===== src/rtl/core/page_allocator_size_class_reuse_core_macros.svh =====
// ----------------------------------------------------------------------------
// page_allocator_size_class_reuse_core_macros
// Assertion helpers shared by the allocator core.
// ----------------------------------------------------------------------------
`ifndef PAGE_ALLOCATOR_SIZE_CLASS_REUSE_CORE_MACROS_SVH
`define PAGE_ALLOCATOR_SIZE_CLASS_REUSE_CORE_MACROS_SVH

// same-cycle implication
`define PA_ASSERT_IMP(lbl, ante, cons) \
  lbl: assert property (@(posedge clk) disable iff (!rst_n) (ante) |-> (cons)) \
    else $error("assertion failed");

// next-cycle implication
`define PA_ASSERT_NXT(lbl, ante, cons) \
  lbl: assert property (@(posedge clk) disable iff (!rst_n) (ante) |=> (cons)) \
    else $error("assertion failed");

`endif


===== src/rtl/core/pa_ram.sv =====
// ----------------------------------------------------------------------------
// pa_ram
// Simple dual-port synchronous RAM, one write and one registered read port.
// ----------------------------------------------------------------------------
module pa_ram #(
  parameter int W = 8,
  parameter int D = 16
) (
  input  logic                 clk,
  input  logic                 we,
  input  logic [$clog2(D)-1:0] waddr,
  input  logic [W-1:0]         wdata,
  input  logic                 re,
  input  logic [$clog2(D)-1:0] raddr,
  output logic [W-1:0]         rdata
);

  logic [W-1:0] mem [D];

  always_ff @(posedge clk) begin
    if (we) mem[waddr] <= wdata;
  end

  always_ff @(posedge clk) begin
    if (re) rdata <= mem[raddr];
  end

endmodule


===== config.mk =====
export PLATFORM = sky130hd
export DESIGN_NAME = pa_ram
export DESIGN_NICKNAME = d
export VERILOG_FILES = /design/src/rtl/core/page_allocator_size_class_reuse_core_macros.svh /design/src/rtl/core/pa_ram.sv
export SDC_FILE = /design/constraint.sdc
export NUM_CORES = 1
export LEC_CHECK = 0
export BUFFER_PORTS_ARGS = -buffer_cell sky130_fd_sc_hd__buf_2
export CAP_MARGIN = 20
export CORE_MARGIN = 1.5
export CORE_UTILIZATION = 47
export DETAILED_ROUTE_END_ITERATION = 16
export PLACE_DENSITY = 0.72
export SLEW_MARGIN = 20
export SYNTH_ARGS = -nofsm -noshare
export SYNTH_HDL_FRONTEND = slang
export SYNTH_SLANG_ARGS = --single-unit
export TNS_END_PERCENT = 1

===== constraint.sdc =====
create_clock -name clk -period 2.3 [get_ports clk]
set_input_delay 0.345 -clock clk [delete_from_list [all_inputs] [get_ports clk]]
set_output_delay 0.345 -clock clk [all_outputs]
set_load 0.02 [all_outputs]

==> results.md <==
- Outcome: completed
- Unrepaired setup endpoints after global routing: false
- Root buffer cell: clkbuf_8
- Antenna Nets Post-Route: 0
- Required time of the critical path: 2570 ps
- Share of layout cells above drive strength 1: a little under a third
- CP Max Fanout: 1
- Endpoint of the worst register-to-register path: rdata[2]$_DFFE_PP_
- Post-synthesis instance area: 0.00523 mm2
- Worst hold path endpoint: rdata[2]$_DFFE_PP_
- Number of cell instances on the worst register-to-register path: 3
- Pin count of the biggest net entering global routing: 24
- Peak ir drop on the vdd network: ~0.00044 V
- DR vias: 2449
- Total wire length: about 10000 um
- Post-synth top area share: 78.1%
- Cell family with the largest share of critical-path delay: multiplexers
- Final count of hold timing violations: 0
- Effective utilization at floorplan: 48.2%
- Crit path launch type: flop
- Max-cap violations: 0
- Class of the worst hold path: primary input to flop
- Avg Inst Size Synth: 22.8 um2
- TritonCTS clock tree: yes
- Worst hold stages: 1
- Die width: roughly 110 um
- Vias in the first global route: 2585
- Final Skew: 5.13 ps
- Average via count per standard cell: roughly 5.6
- Source of the critical timing path: mem[1][2]$_DFFE_PP_
- Final count of pins violating max slew: 0
- Type of the worst setup path: flop to flop
- Antenna violations before repair: 0
- Iteration-0 DRC Markers: around 110
- Floorplan die height: 108 um
- Worst Max-Slew Pin Slew: between 500 and 600 ps
- IO Count: 27
- Antenna diodes: 0
- Area after DPL: 0.00562 mm2
- I/O Buffers: 26
- Total grt overflow: 0
- Crit path max-delay cell type: mux4_1
- Startpoint of the lowest-slack register-to-register path: mem[1][2]$_DFFE_PP_
- Core Rows: 38
- Inserted Clock Buffers: 17
- Post-detailed-route DRC marker count: 0
- Largest cells by area after synthesis: edfxtp_1, mux4_2, mux4_1
- Part of the cycle the worst path needs: 65.1%
- Launch point of the worst hold path: re
- Number of distinct library cell variants in the gate-level netlist after synthesis: 18
- Combined buffer and inverter count along the critical path: 0
- Most frequent standard cell in the layout excluding fill and tap cells: edfxtp_1
- Cell taking the most area after synthesis: edfxtp_1
- Post-CTS setup buffer count: 0
- Achievable frequency: 0.668 GHz
- Post-route setup TNS: 0 ps
- Sequential area share after synthesis: 78.1%
- Final setup viols: 0
- Critical Path End Type: flop
- Leakage dissipation: 0.00211 uW
- Maximum buffer depth of the clock tree: 2
- Yosys synthesis warning count: 0
- Number of flip-flops and latches in the synthesized netlist: between 100 and 150
- TritonCTS Sinks: 136
- Power per standard cell area: 943 mW/mm2
- Leading cell types in the layout, fill and taps excluded: edfxtp_1, buf_2, mux4_2, buf_4
- Instance count of the mapped netlist: 229
- Core Footprint: 0.0108 mm2
- Resized Gates After CTS: 0
- Reg2Reg Setup Slack: 800 ps
- Total of hold buffers inserted after clock tree synthesis: 0
- Clock latency on the worst-skew pair: 520 ps
- Die footprint: 0.0118 mm2
- Final #Nets: slightly above 300
- Post-DR wirelength/cell: 22.8 um
- Final RePlAce weighted congestion: 0.743
- Final min period: 1500 ps
- Biggest cell delay along the critical path: 510 ps
- Number of inserted filler cells in the final layout: 817
- H-tree Lvls: 4
- Synthesized Nets: 248
- TritonRoute pass-1 iters: 4
- Max-slew headroom at the worst pin: 62.4%
- Area Growth Syn to Fin: 19.5%
- Arrival time worst endpoint: 1770 ps
- Global-route usage over all layers: 19.3%
- Total half-perimeter wirelength after legalization and detailed placement: approximately 6300 um
- Total non-filler cell area in the finished layout: ~0.0062 mm2
- Reg clk slew, reported paths: 60 ps
- Global-route wire length before repair: 15200 um
- Critical path cell sequence: mux4_1 -> a22oi_1 -> nand2_1
## cell type report
cell class | count | area [um2] | area share (%)
Tap cell | 140 | 175 | 2.81
Timing Repair Buffer | 46 | 305 | 4.89
Clock inverter | 14 | 205 | 3.29
Sequential cell | 136 | 4080 | 65.4
Clock buffer | 18 | 418 | 6.69
Multi-Input combinational cell | 83 | 1060 | 16.9
## sequential cells by signal, indices dropped and copies added (netlist names)
signal / count
mem: 128
rdata: 8
## worst max-delay path by stage
stage | to | slack (ps) | depth (start not counted)
finish | rdata[2]$_DFFE_PP_ | 800 | 3
global route | rdata[2]$_DFFE_PP_ | 760 | 3
CTS | rdata[7] | 800 | 1
detailed placement | rdata[2]$_DFFE_PP_ | 380 | 5
global placement | rdata[2]$_DFFE_PP_ | 390 | 5
floorplan | mem[0][0]$_DFFE_PP_ | 460 | 2
## cell families after synthesis
kind of cell | share of synthesized area [%]
flip-flops | 78.1
AND/OR/NAND/NOR | 3.14
multiplexers | 14.8
AO/OA/AOI/OAI | 2.30
buffers and inverters | 1.65
## through the flow
stage / hold WS (ps) / power, uW / instances / util [%] / setup WS [ps]
after floorplan: 444 / 3010 / 229 / - / 462
after global placement: 725 / 3120 / 405 / 51.9 / 389
after detailed placement: 732 / 3130 / 405 / 51.9 / 377
after CTS: 183 / 5930 / 437 / 57.6 / 802
after global routing: 181 / 6060 / 437 / 57.6 / 761
final: 199 / 5890 / 437 / 57.6 / 803
## worst register-to-register path: cells and delay by family, from the launching register on
family          cells  cell delay (ps)
mux                 1              510
flops               1              360
compound gates      1              290
simple gates        1               90
## power breakdown
part | switching [uW] | leakage, uW | internal, uW
sequential | 16.0 | 0.00124 | 2790
combinational | 156 | 0.000588 | 110
clock | 958 | 0.000288 | 1850
total | 1130 | 0.00211 | 4760
## cells in the mapped netlist (all sizes together)
| library cell | number |
|---|---|
| nand2 | 9 |
| and2b | 1 |
| edfxtp | 136 |
| mux4 | 32 |
| nor3 | 4 |
| nand2b | 2 |
| clkdlybuf4s25 | 3 |
| nand3 | 1 |
| or3b | 1 |
| nor2 | 13 |
| buf | 7 |
| nor2b | 1 |
| and2 | 1 |
| a22oi | 16 |
| nand3b | 2 |
## routing by layer
| metal | global-route usage (%) | part of all wire [%] | routed length [um] | vias up |
|---|---|---|---|---|
| met4 | 9.68 | 2.2 | 224 | 0 |
| met1 | 24.5 | 42 | 4220 | 1263 |
| li1 | - | - | - | 1093 |
| met5 | 0 | 0 | 0 | - |
| met2 | 31.1 | 51 | 5040 | 76 |
| met3 | 4.64 | 4.8 | 478 | 17 |
No activity file was read; power rests on OpenSTA's default activity.
